`config.mk`:
```
export PLATFORM = sky130hd
export DESIGN_NAME = nearest_neighbor_scale_addresser
export DESIGN_NICKNAME = d
export VERILOG_FILES = /design/src/nnsa_pkg.sv /design/src/nnsa_div.sv /design/src/nnsa_ctrl.sv /design/src/nnsa_dp.sv /design/src/nearest_neighbor_scale_addresser.sv
export VERILOG_INCLUDE_DIRS = /design/src /design/src/src
export SDC_FILE = /design/constraint.sdc
export NUM_CORES = 1
export LEC_CHECK = 0
export ABC_AREA = 1
export BUFFER_PORTS_ARGS = -buffer_cell sky130_fd_sc_hd__buf_2
export CAP_MARGIN = 25
export CORE_ASPECT_RATIO = 1.4
export CORE_UTILIZATION = 30
export CTS_CLUSTER_DIAMETER = 40
export DETAILED_ROUTE_END_ITERATION = 10
export HOLD_SLACK_MARGIN = 0.1
export PLACE_DENSITY = 0.42
export SETUP_SLACK_MARGIN = 0.4
export SYNTH_ARGS = -nofsm -noshare
export SYNTH_HDL_FRONTEND = slang
export SYNTH_SLANG_ARGS = --single-unit
```
`constraint.sdc`:
```
create_clock -name clk -period 9.5 [get_ports clk]
set_clock_uncertainty 0.2 [all_clocks]
set_input_delay 1.9 -clock clk [delete_from_list [all_inputs] [get_ports clk]]
set_output_delay 1.9 -clock clk [all_outputs]
set_load 0.01 [all_outputs]
```
`src/nearest_neighbor_scale_addresser_defines.svh`:
```
// Assertion helpers shared by the addresser modules.
// Each expects clk and rst in scope; checks are off while rst is high.
`ifndef NEAREST_NEIGHBOR_SCALE_ADDRESSER_DEFINES_SVH
`define NEAREST_NEIGHBOR_SCALE_ADDRESSER_DEFINES_SVH

// Same-cycle implication.
`define NNSA_ASSERT_IMPLIES(lbl, ante, cons, msg) \
  lbl: assert property (@(posedge clk) disable iff (rst) (ante) |-> (cons)) \
    else $error(msg);

// Next-cycle implication.
`define NNSA_ASSERT_NEXT(lbl, ante, cons, msg) \
  lbl: assert property (@(posedge clk) disable iff (rst) (ante) |=> (cons)) \
    else $error(msg);

`endif

```
`src/nnsa_pkg.sv`:
```
package nnsa_pkg;

  localparam int MAX_DIM = 4096;
  localparam int DIM_W   = $clog2(MAX_DIM + 1);    // size registers
  localparam int IDX_W   = $clog2(MAX_DIM);        // positions, addresses
  localparam int PROD_W  = IDX_W + DIM_W;          // k * src
  localparam int CNT_W   = $clog2(PROD_W + 1);

  localparam int IN_TDATA_W  = 8;
  localparam int OUT_TDATA_W = 4 * IDX_W;
  localparam int OUT_TUSER_W = 2;
  localparam int CFG_IDX_W   = 3;

  typedef enum logic [CFG_IDX_W-1:0] {
    REG_SRC_WIDTH  = 3'd0,
    REG_SRC_HEIGHT = 3'd1,
    REG_DST_WIDTH  = 3'd2,
    REG_DST_HEIGHT = 3'd3,
    REG_MIRROR_X   = 3'd4,
    REG_MIRROR_Y   = 3'd5
  } cfg_reg_t;

  // controller -> datapath
  typedef struct packed {
    logic take_in;     // accept item, resolve start position
    logic start_col;   // launch column divide
    logic cap_col;     // capture column quotient
    logic start_row;   // launch row divide
    logic cap_row;     // capture row quotient
    logic load_out;    // fill output register, step position
  } ctrl_cmd_t;

  // datapath -> controller
  typedef struct packed {
    logic div_done;
    logic out_free;
  } dp_status_t;

endpackage

```
`src/nnsa_div.sv`:
```
`include "nearest_neighbor_scale_addresser_defines.svh"

// floor(kk * scale / divisor): the product is registered on start, then one quotient bit per cycle.
module nnsa_div (
  input  logic                        clk,
  input  logic                        rst,
  input  logic                        start,
  input  logic [nnsa_pkg::IDX_W-1:0]  kk,
  input  logic [nnsa_pkg::DIM_W-1:0]  scale,
  input  logic [nnsa_pkg::DIM_W-1:0]  divisor,
  output logic                        done,
  output logic [nnsa_pkg::IDX_W-1:0]  quotient
);

  logic                         busy;
  logic [nnsa_pkg::CNT_W-1:0]   cnt;
  logic [nnsa_pkg::PROD_W-1:0]  dvd;
  logic [nnsa_pkg::DIM_W-1:0]   rem;
  logic [nnsa_pkg::DIM_W-1:0]   dsr;

  logic [nnsa_pkg::DIM_W:0]     rem_sh;
  logic                         ge;
  logic [nnsa_pkg::DIM_W:0]     rem_sub;

  always_comb begin
    rem_sh  = {rem, dvd[nnsa_pkg::PROD_W-1]};
    ge      = (rem_sh >= {1'b0, dsr});
    rem_sub = rem_sh - {1'b0, dsr};
  end

  always_ff @(posedge clk) begin
    if (rst) begin
      busy <= 1'b0;
      cnt  <= '0;
      done <= 1'b0;
    end else begin
      done <= 1'b0;
      if (start) begin
        busy <= 1'b1;
        cnt  <= nnsa_pkg::CNT_W'(nnsa_pkg::PROD_W);
      end else if (busy) begin
        cnt <= cnt - 1'b1;
        if (cnt == nnsa_pkg::CNT_W'(1)) begin
          busy <= 1'b0;
          done <= 1'b1;
        end
      end
    end
  end

  // payload: no reset
  always_ff @(posedge clk) begin
    if (start) begin
      dvd <= nnsa_pkg::PROD_W'(kk) * nnsa_pkg::PROD_W'(scale);
      rem <= '0;
      dsr <= divisor;
    end else if (busy) begin
      dvd <= {dvd[nnsa_pkg::PROD_W-2:0], ge};
      rem <= ge ? rem_sub[nnsa_pkg::DIM_W-1:0] : rem_sh[nnsa_pkg::DIM_W-1:0];
    end
  end

  assign quotient = dvd[nnsa_pkg::IDX_W-1:0];

  `NNSA_ASSERT_NEXT(a_start_busy, start, busy, "divider did not go busy after start")
  `NNSA_ASSERT_IMPLIES(a_rem_bound, busy && !start, rem < dsr, "partial remainder reached divisor")

endmodule

```
`src/nnsa_ctrl.sv`:
```
module nnsa_ctrl (
  input  logic                 clk,
  input  logic                 rst,
  input  logic                 in_valid,
  output logic                 in_ready,
  input  nnsa_pkg::dp_status_t status,
  output nnsa_pkg::ctrl_cmd_t  cmd
);

  typedef enum logic [4:0] {
    IDLE      = 5'b00001,
    COL_START = 5'b00010,
    COL_WAIT  = 5'b00100,
    ROW_WAIT  = 5'b01000,
    LOAD      = 5'b10000
  } state_t;

  state_t state, state_next;

  always_comb begin
    state_next = state;
    cmd        = '0;
    in_ready   = 1'b0;
    unique case (state)
      IDLE: begin
        in_ready = 1'b1;
        if (in_valid) begin
          cmd.take_in = 1'b1;
          state_next  = COL_START;
        end
      end
      COL_START: begin
        cmd.start_col = 1'b1;
        state_next    = COL_WAIT;
      end
      COL_WAIT: begin
        if (status.div_done) begin
          cmd.cap_col   = 1'b1;
          cmd.start_row = 1'b1;
          state_next    = ROW_WAIT;
        end
      end
      ROW_WAIT: begin
        if (status.div_done) begin
          cmd.cap_row = 1'b1;
          state_next  = LOAD;
        end
      end
      LOAD: begin
        if (status.out_free) begin
          cmd.load_out = 1'b1;
          state_next   = IDLE;
        end
      end
      default: begin
        state_next = IDLE;
      end
    endcase
  end

  always_ff @(posedge clk) begin
    if (rst) begin
      state <= IDLE;
    end else begin
      state <= state_next;
    end
  end

endmodule

```
`src/nnsa_dp.sv`:
```
`include "nearest_neighbor_scale_addresser_defines.svh"

module nnsa_dp (
  input  logic                              clk,
  input  logic                              rst,
  input  nnsa_pkg::ctrl_cmd_t               cmd,
  output nnsa_pkg::dp_status_t              status,
  input  logic                              restart,
  input  logic                              cfg_we,
  input  logic [nnsa_pkg::CFG_IDX_W-1:0]    cfg_index,
  input  logic [nnsa_pkg::DIM_W-1:0]        cfg_data,
  output logic                              out_valid,
  input  logic                              out_ready,
  output logic [nnsa_pkg::OUT_TDATA_W-1:0]  out_data,
  output logic                              out_last,
  output logic [nnsa_pkg::OUT_TUSER_W-1:0]  out_user
);

  localparam int DW = nnsa_pkg::DIM_W;
  localparam int IW = nnsa_pkg::IDX_W;

  function automatic logic [DW-1:0] clamp_dim(input logic [DW-1:0] v);
    logic [DW-1:0] r;
    r = v;
    if (v == '0) begin
      r = DW'(1);
    end else if (v > DW'(nnsa_pkg::MAX_DIM)) begin
      r = DW'(nnsa_pkg::MAX_DIM);
    end
    return r;
  endfunction

  // configuration
  logic [DW-1:0] src_width, src_height, dst_width, dst_height;
  logic          mirror_x, mirror_y;

  // walk state
  logic [IW-1:0] cur_col, cur_row, prev_src_row;
  logic [IW-1:0] col_q, row_q;

  // output register
  logic [IW-1:0] out_src_col, out_src_row, out_dst_col, out_dst_row;
  logic          out_rep, out_eor, out_eof;

  logic [DW-1:0] sw, sh, dw, dh, dw_m1, dh_m1;
  logic [IW-1:0] kk_col, kk_row;
  logic          wrap;
  logic          eor, eof, rep;
  logic          div_start, div_done;
  logic [IW-1:0] div_kk, div_quot;
  logic [DW-1:0] div_scale, div_dsr;

  always_ff @(posedge clk) begin
    if (rst) begin
      src_width  <= DW'(1);
      src_height <= DW'(1);
      dst_width  <= DW'(1);
      dst_height <= DW'(1);
      mirror_x   <= 1'b0;
      mirror_y   <= 1'b0;
    end else if (cfg_we) begin
      unique case (cfg_index)
        nnsa_pkg::REG_SRC_WIDTH:  src_width  <= cfg_data;
        nnsa_pkg::REG_SRC_HEIGHT: src_height <= cfg_data;
        nnsa_pkg::REG_DST_WIDTH:  dst_width  <= cfg_data;
        nnsa_pkg::REG_DST_HEIGHT: dst_height <= cfg_data;
        nnsa_pkg::REG_MIRROR_X:   mirror_x   <= cfg_data[0];
        nnsa_pkg::REG_MIRROR_Y:   mirror_y   <= cfg_data[0];
        default: ;
      endcase
    end
  end

  always_comb begin
    sw    = clamp_dim(src_width);
    sh    = clamp_dim(src_height);
    dw    = clamp_dim(dst_width);
    dh    = clamp_dim(dst_height);
    dw_m1 = dw - DW'(1);
    dh_m1 = dh - DW'(1);
    wrap  = restart || ({1'b0, cur_col} >= dw) || ({1'b0, cur_row} >= dh);

    kk_col = mirror_x ? IW'(dw_m1 - {1'b0, cur_col}) : cur_col;
    kk_row = mirror_y ? IW'(dh_m1 - {1'b0, cur_row}) : cur_row;

    div_start = cmd.start_col || cmd.start_row;
    div_kk    = cmd.start_row ? kk_row : kk_col;
    div_scale = cmd.start_row ? sh : sw;
    div_dsr   = cmd.start_row ? dh : dw;

    eor = ({1'b0, cur_col} == dw_m1);
    eof = eor && ({1'b0, cur_row} == dh_m1);
    rep = (cur_row != '0) && (row_q == prev_src_row);
  end

  nnsa_div u_div (
    .clk      (clk),
    .rst      (rst),
    .start    (div_start),
    .kk       (div_kk),
    .scale    (div_scale),
    .divisor  (div_dsr),
    .done     (div_done),
    .quotient (div_quot)
  );

  always_ff @(posedge clk) begin
    if (rst) begin
      cur_col      <= '0;
      cur_row      <= '0;
      prev_src_row <= '0;
    end else if (cmd.take_in) begin
      if (wrap) begin
        cur_col <= '0;
        cur_row <= '0;
      end
    end else if (cmd.load_out) begin
      if (eor) begin
        prev_src_row <= row_q;
        cur_col      <= '0;
        cur_row      <= eof ? '0 : cur_row + 1'b1;
      end else begin
        cur_col <= cur_col + 1'b1;
      end
    end
  end

  always_ff @(posedge clk) begin
    if (cmd.cap_col) begin
      col_q <= div_quot;
    end
    if (cmd.cap_row) begin
      row_q <= div_quot;
    end
    if (cmd.load_out) begin
      out_src_col <= col_q;
      out_src_row <= row_q;
      out_dst_col <= cur_col;
      out_dst_row <= cur_row;
      out_rep     <= rep;
      out_eor     <= eor;
      out_eof     <= eof;
    end
  end

  always_ff @(posedge clk) begin
    if (rst) begin
      out_valid <= 1'b0;
    end else if (cmd.load_out) begin
      out_valid <= 1'b1;
    end else if (out_ready) begin
      out_valid <= 1'b0;
    end
  end

  assign status.div_done = div_done;
  assign status.out_free = !out_valid || out_ready;

  assign out_data = {out_dst_row, out_dst_col, out_src_row, out_src_col};
  assign out_last = out_eor;
  assign out_user = {out_eof, out_rep};

  `NNSA_ASSERT_IMPLIES(a_load_free, cmd.load_out, !out_valid || out_ready, "output overwritten")
  `NNSA_ASSERT_IMPLIES(a_eof_eor, out_valid && out_eof, out_eor, "end of frame off row end")
  `NNSA_ASSERT_IMPLIES(a_rep_row0, out_valid && out_rep, out_dst_row != '0, "repeat on row zero")

endmodule

```
`src/nearest_neighbor_scale_addresser.sv`:
```
// Items are processed one at a time; each uses the shared bit-serial divider,
//   which does a registered multiply plus 25 quotient steps per axis (column, then row).
// The input is taken again as soon as a result is loaded, even while it waits on m_tready.
// Reset (rst, synchronous, active high): sizes 1, mirror off, walk at pixel (0,0),
//   no result pending. No clearing pass.
module nearest_neighbor_scale_addresser (
  input  logic                              clk,
  input  logic                              rst,
  // input items
  input  logic                              s_tvalid,
  output logic                              s_tready,
  input  logic [nnsa_pkg::IN_TDATA_W-1:0]   s_tdata,   // [0] restart, rest zero
  // result items
  output logic                              m_tvalid,
  input  logic                              m_tready,
  output logic [nnsa_pkg::OUT_TDATA_W-1:0]  m_tdata,   // src_col, src_row, dst_col, dst_row
  output logic                              m_tlast,   // end_of_row
  output logic [nnsa_pkg::OUT_TUSER_W-1:0]  m_tuser,   // row_repeat, end_of_frame
  // register writes
  input  logic                              cfg_valid,
  output logic                              cfg_ready,
  input  logic [nnsa_pkg::CFG_IDX_W-1:0]    cfg_index,
  input  logic [nnsa_pkg::DIM_W-1:0]        cfg_data
);

  nnsa_pkg::ctrl_cmd_t  cmd;
  nnsa_pkg::dp_status_t status;

  // Always writable, no guard; host must write registers only while no item is in flight.
  assign cfg_ready = 1'b1;

  // Sequencer: accept -> column divide -> row divide -> load output.
  nnsa_ctrl u_ctrl (
    .clk      (clk),
    .rst      (rst),
    .in_valid (s_tvalid),
    .in_ready (s_tready),
    .status   (status),
    .cmd      (cmd)
  );

  // Datapath: size registers, raster walk, divider, output register.
  // Source address is floor(k * src / dst), k mirrored to dst-1-k when enabled.
  nnsa_dp u_dp (
    .clk       (clk),
    .rst       (rst),
    .cmd       (cmd),
    .status    (status),
    .restart   (s_tdata[0]),
    .cfg_we    (cfg_valid && cfg_ready),
    .cfg_index (cfg_index),
    .cfg_data  (cfg_data),
    .out_valid (m_tvalid),
    .out_ready (m_tready),
    .out_data  (m_tdata),
    .out_last  (m_tlast),
    .out_user  (m_tuser)
  );

endmodule

```
Word level (Yosys, flattened, before mapping) --
Cells that the tools add are included.
Operators by class: reductions and logical operators 29, bitwise operators 2, $add $sub $neg 8, magnitude comparators 7, multipliers 1, muxes and demuxes 47, equal/unequal tests 19
Operator list (count):
- $mux 13 | 11
- $mux 12 | 11
- $gt 13x13->1 const B | 4
- $logic_not 13->1 | 4
- $mux 25 | 2
- $mux 5 | 6
- $eq 12x13->1 | 2
- $ge 12x13->1 | 2
- $sub 13x1->13 const B | 2
- $mul 12x13->25 | 1
- $pmux 5 s5 | 1
- $add 12x1->12 const B | 2
- $sub 12x12->12 | 2
- $ge 14x13->1 | 1
- $mux 1 | 14
- $reduce_and 2->1 | 7
- $sub 13x13->13 | 1
- $eq 12x12->1 | 1
- $reduce_bool 12->1 | 1
- $eq 5x1->1 const B | 2
- $reduce_bool 2->1 | 4
- $eq 3x2->1 const B | 2
- $eq 3x3->1 const B | 2
- $ne 2x1->1 const B | 3
- other kinds (17) | 25
Word-level totals: output and inout port bits 54, register bits after elaboration 229, input bits 29, logic and storage cells 140

Logic depth before layout (Yosys ltp) --
depth in word-level cells 10, gate-level depth with buffers 47, mapped depth without buffers 46

Modules after synthesis --
A second synthesis with hierarchy kept.
Second synthesis, totals: cell total of the unflattened synthesis 2441, area total of the unflattened synthesis 18554.0 µm²
By module, submodules not included:
- nnsa_dp | area each 9339.0 µm², sequential area each 4073.9 µm², times used 1, cells each 1164
- nnsa_div | area each 8859.7 µm², sequential area each 1541.5 µm², times used 1, cells each 1224
- nnsa_ctrl | area each 344.1 µm², sequential area each 100.1 µm², times used 1, cells each 51
- nearest_neighbor_scale_addresser | area each 11.3 µm², sequential area each 0.0 µm², times used 1, cells each 2

Least setup slack after synthesis --
Ideal clock, no wire load.
path type register -> register, start point register u_dp.dst_width[4], end point register u_dp.u_div.dvd[19] in the netlist's numbering, data pin, library setup time 0.253 ns, cell stages (with the launch flop) 40, arrival time 7.165 ns, clock period less this slack 7.618 ns, required time 9.047 ns, buffers on the path 0, setup slack 1.882 ns, cells stage by stage dfxtp_1 nor2_1 nand2_1 nor2_2 nand3_1 nand2_1 inv_1 ha_1 nand3_1 a2111oi_0 xor2_1 ha_1 nand2_1 inv_1 a221oi_1 nand3_1 or2_1 nand3_1 (+4 left out) fa_1 fa_1 fa_1 inv_1 fa_1 inv_1 ha_1 nand2_1 nor2_1 o21ai_0 o211ai_1 a31oi_1 o21ai_0 nand2_1 nand3_1 nand2_1 nand2_1 nand2_1
On the way: cells in the longest elaborated chain, start to end 9, elaborated cells on any way between the ends 10, those cells by class add/sub (2); mul (1); order compare (1); mux (5); reduce/logical (1)
Ends and longest elaborated chain:
- start: declaration | RTL line nnsa_dp.sv:34 | logic [DW-1:0] src_width, src_height, dst_width, dst_height;
- start signal: assignment | RTL line nnsa_dp.sv:65 | nnsa_pkg::REG_DST_WIDTH: dst_width <= cfg_data;
- $gt 13x13->1 | RTL line nnsa_dp.sv:27 | end else if (v > DW'(nnsa_pkg::MAX_DIM)) begin
- $mux 13 | RTL line nnsa_dp.sv:27
- $mux 13 (*) | RTL line nnsa_dp.sv:25 | if (v == '0) begin
- $sub 13x1->13 (*) | RTL line nnsa_dp.sv:79 | dw_m1 = dw - DW'(1);
- $sub 12x12->12 (*) | RTL line nnsa_dp.sv:83 | kk_col = mirror_x ? IW'(dw_m1 - {1'b0, cur_col}) : cur_col;
- $mux 12 (*) | RTL line nnsa_dp.sv:83
- $mux 12 (*) | RTL line nnsa_dp.sv:87 | div_kk = cmd.start_row ? kk_row : kk_col;
- $mul 12x13->25 (*) | RTL line nnsa_div.sv:54 | dvd <= nnsa_pkg::PROD_W'(kk) * nnsa_pkg::PROD_W'(scale);
- $mux 25 (*) | RTL line nnsa_div.sv:53 | if (start) begin
- end signal: assignment | RTL line nnsa_div.sv:54
- end signal: assignment | RTL line nnsa_div.sv:58 | dvd <= {dvd[nnsa_pkg::PROD_W-2:0], ge};
- end: declaration | RTL line nnsa_div.sv:17 | logic [nnsa_pkg::PROD_W-1:0] dvd;
Every way passes the cells marked *; elsewhere a longest branch is shown, timed or not. A chain may end at the register's enable or synchronous reset.

Worst setup path in the final report --
start point register u_dp.dst_width[4], end point register u_dp.u_div.dvd[23] in the netlist's numbering, data pin
The elaborated chain is that of the path after synthesis.

==> summary.md <==
| Metric | Value |
|---|---|
| Max H-tree Level | `2` |
| Mapped cell area | `17700 µm²` |
| Dpl cell area | `18900 µm²` |
| Die W | `207 µm` |
| Post-route cell area | `20300 µm²` |
| Height of the chip | `289 µm` |
| Place WS | `537 ps` |
| Root buffer cell | `clkbuf_16` |
| Yosys reg bits | `229` |
| Post-synth top cells | `nand2_1 (455), inv_1 (363), nor2_1 (241)` |
| Setup WS post-layout | `1070 ps` |
| Mapped Nets | `2504` |
| Critical Path End Type | `flip-flop` |
| Vias in the first global route | `15.3k` |
| Post-synth EDFFs | `113` |
| Min Tclk post-route | `8430 ps` |
| Vias per cell | `4.80` |
| Grt ovf | `0` |
| Gpl congestion | `0.903` |
| Synth area leader | `edfxtp_1` |
| Worst slew pin tran | `1010 ps` |
| Share of cells above drive strength 1 | `10.0%` |
| First-pass GRT wire length | `86400 µm` |
| Synth area leaders | `edfxtp_1 (19%), dfxtp_1 (13%), fa_1 (13%)` |
| Hold-fix buffers, CTS | `0` |
| Syn avg cell area | `7.92 µm²` |
| # port buffers | `74` |
| Synth Flop Type | `dfxtp_1` |
| Top delay family on crit path | `adder cells` |
| Maximum vdd drop | `0.0000948 V` |
| DR WL/cell | `17.7 µm` |
| I/O pin cnt | `83` |
| Number of remaining DRC errors | `0` |
| Pre-Repair DR Iteration Count | `5` |
| NumNets Final | `2584` |
| Total Wirelength | `54600 µm` |
| Die area | `59900 µm²` |
| CP startpoint kind | `flip-flop` |
| Critical path fanouts, max | `7` |
| Cell with the most instances after synthesis | `nand2_1` |
| Register area | `5720 µm²` |
| Clock slew at reported path FFs | `60 ps` |
| Relative slew slack | `32.8%` |
| Maximum root-to-sink buffer count | `3` |
| Sequential share of the synthesized area | `32.3%` |
| Outcome | `finished, final reports clean` |
| Number of max-cap violations | `0` |
| FILL cells | `6147` |
| Post-route ant nets | `0` |
| Area growth syn-to-layout | `14.9%` |
| RSZ-0062 raised after global routing | `no` |
| GRT Overall Usage | `18.6%` |
| CP max-delay cell | `fa_1` |
| Fraction of registers with async set/reset | `0%` |
| Pwr Density | `152 nW/µm²` |
| Area of the multi-input gates | `10300 µm²` |
| Largest net degree at the start of global routing | `70` |
| Antenna cells | `0` |
| CTS buffer count | `37` |
| Pleak | `0.00932 µW` |
| Initial antenna violation count | `0` |
| Post-DP HPWL | `43600 µm` |
| Buf+Inv Stages, Crit Path | `6` |
| Setup TNS Final | `0 ps` |
| Synth unique cells | `52` |
| Core region area | `57900 µm²` |
| Synth top area share | `19.2%` |
| CTS sink count | `229` |
| Final period util | `88.8%` |
| Cells after Synth | `2233` |
| Worst Path Required | `9560 ps` |
| Starting Density | `30.5%` |
| Clock latency on the worst-skew pair | `540 ps` |
| Total Power | `3090 µW` |
| Initial drt markers | `796` |
| CP arrival | `8490 ps` |
| CTS tree | `yes` |
| Setup CP Type | `reg -> reg` |
| Hold Path Class | `reg -> reg` |
| Max-slew violation count | `0` |
| CP max stage delay | `550 ps` |
| Endpoints failing setup | `0` |
| Max frequency | `119 MHz` |
| Via Count | `14.8k` |
| Final hold violations | `0` |
| Synthesis Warnings | `0` |
| Rows | `104` |
## power breakdown
part           switching, µW  internal, µW  total [µW]
logic                    360           199         559
clock network            545           865        1410
registers               44.7          1070        1120
total                    950          2130        3090
## flip-flops by register name, summed over array words and instances (netlist names), 5 cells and up
name               count
u_dp.prev_src_row     12
u_dp.out_dst_col      12
u_dp.dst_height       13
u_dp.u_div.cnt         5
u_dp.cur_col          12
u_dp.row_q            12
u_dp.out_dst_row      12
u_dp.col_q            12
u_dp.u_div.rem        13
u_dp.out_src_row      12
u_dp.out_src_col      12
u_dp.cur_row          12
u_dp.u_div.dsr        13
u_dp.src_height       13
u_dp.dst_width        13
u_ctrl.state           5
u_dp.u_div.dvd        25
u_dp.src_width        13
## area by class of cell
cell class | count | area share, %
multi-input cells | 1554 | 50.6
flip-flops and latches | 229 | 28.2
inverters | 388 | 7.21
clock buffers | 41 | 4.68
well taps | 742 | 4.57
repair buffers | 103 | 3.01
clock inverters | 27 | 1.74
## worst register-to-register path: cells and delay by family, from the launching register on
family	cells	cell delay, ps
fa+ha+maj	8	3590
xor+xnor	1	220
flops	1	500
simple gates	17	1920
compound gates	6	1360
buf+inv	6	390
## repair_timing
item                                    in CTS  in global routing
setup buffers                                0                  3
endpoints found under the setup margin       0                 12
gates resized for setup                      0                 21
## final timing paths
kind	startpoint	endpoint	slack [ps]	depth (start not counted)
max	u_dp.dst_width[4]$_SDFFE_PP0P_	u_dp.u_div.dvd[23]$_DFFE_PP_	1070	38
min	u_dp.col_q[11]$_DFFE_PP_	u_dp.out_src_col[11]$_DFFE_PP_	220	0
max reg2reg	u_dp.dst_width[4]$_SDFFE_PP0P_	u_dp.u_div.dvd[23]$_DFFE_PP_	1070	38
min reg2reg	u_dp.col_q[11]$_DFFE_PP_	u_dp.out_src_col[11]$_DFFE_PP_	220	0
## metal layers
layer | vias to the layer above | share of wire (%) | track usage (%)
li1 | 7357 | - | -
met1 | 7099 | 40 | 20.7
met2 | 243 | 54 | 36.1
met3 | 92 | 2.6 | 2.14
met4 | 0 | 3.6 | 7.16
met5 | - | 0 | 0
## metrics by stage
stage / util [%] / cells / hold WS (ps)
3_3_place_gp: 32.6 / 3009 / 203
5_1_grt: 35.1 / 3084 / 224
3_5_place_dp: 32.7 / 3012 / 205
4_1_cts: 34.9 / 3080 / 218
2_1_floorplan: - / 2233 / 200
6_report: 35.1 / 3084 / 217
## placed cells by master, fill, tap and decap left out, types with 14 or more instances in the layout
cell and count:
a21oi_1 116, buf_2 74, buf_4 27, clkbuf_16 37
clkinv_1 14, dfxtp_1 114, edfxtp_1 113, fa_1 113
ha_1 129, inv_1 361, nand2_1 448, nand3_1 94
nand4_1 30, nor2_1 238, nor3_1 19, o211ai_1 25
o21ai_0 149, xnor2_1 30, xor2_1 45
## cells by family after synthesis
| family | count (synthesis) | share of synthesized area (%) |
|---|---|---|
| compound gates | 350 | 11.2 |
| xor+xnor | 76 | 3.76 |
| fa+ha+maj | 242 | 21.9 |
| buf+inv | 450 | 9.85 |
| flops | 229 | 32.3 |
| other cells | 1 | 0.0212 |
| simple gates | 885 | 20.9 |
Power figures use the tool's default switching activity.
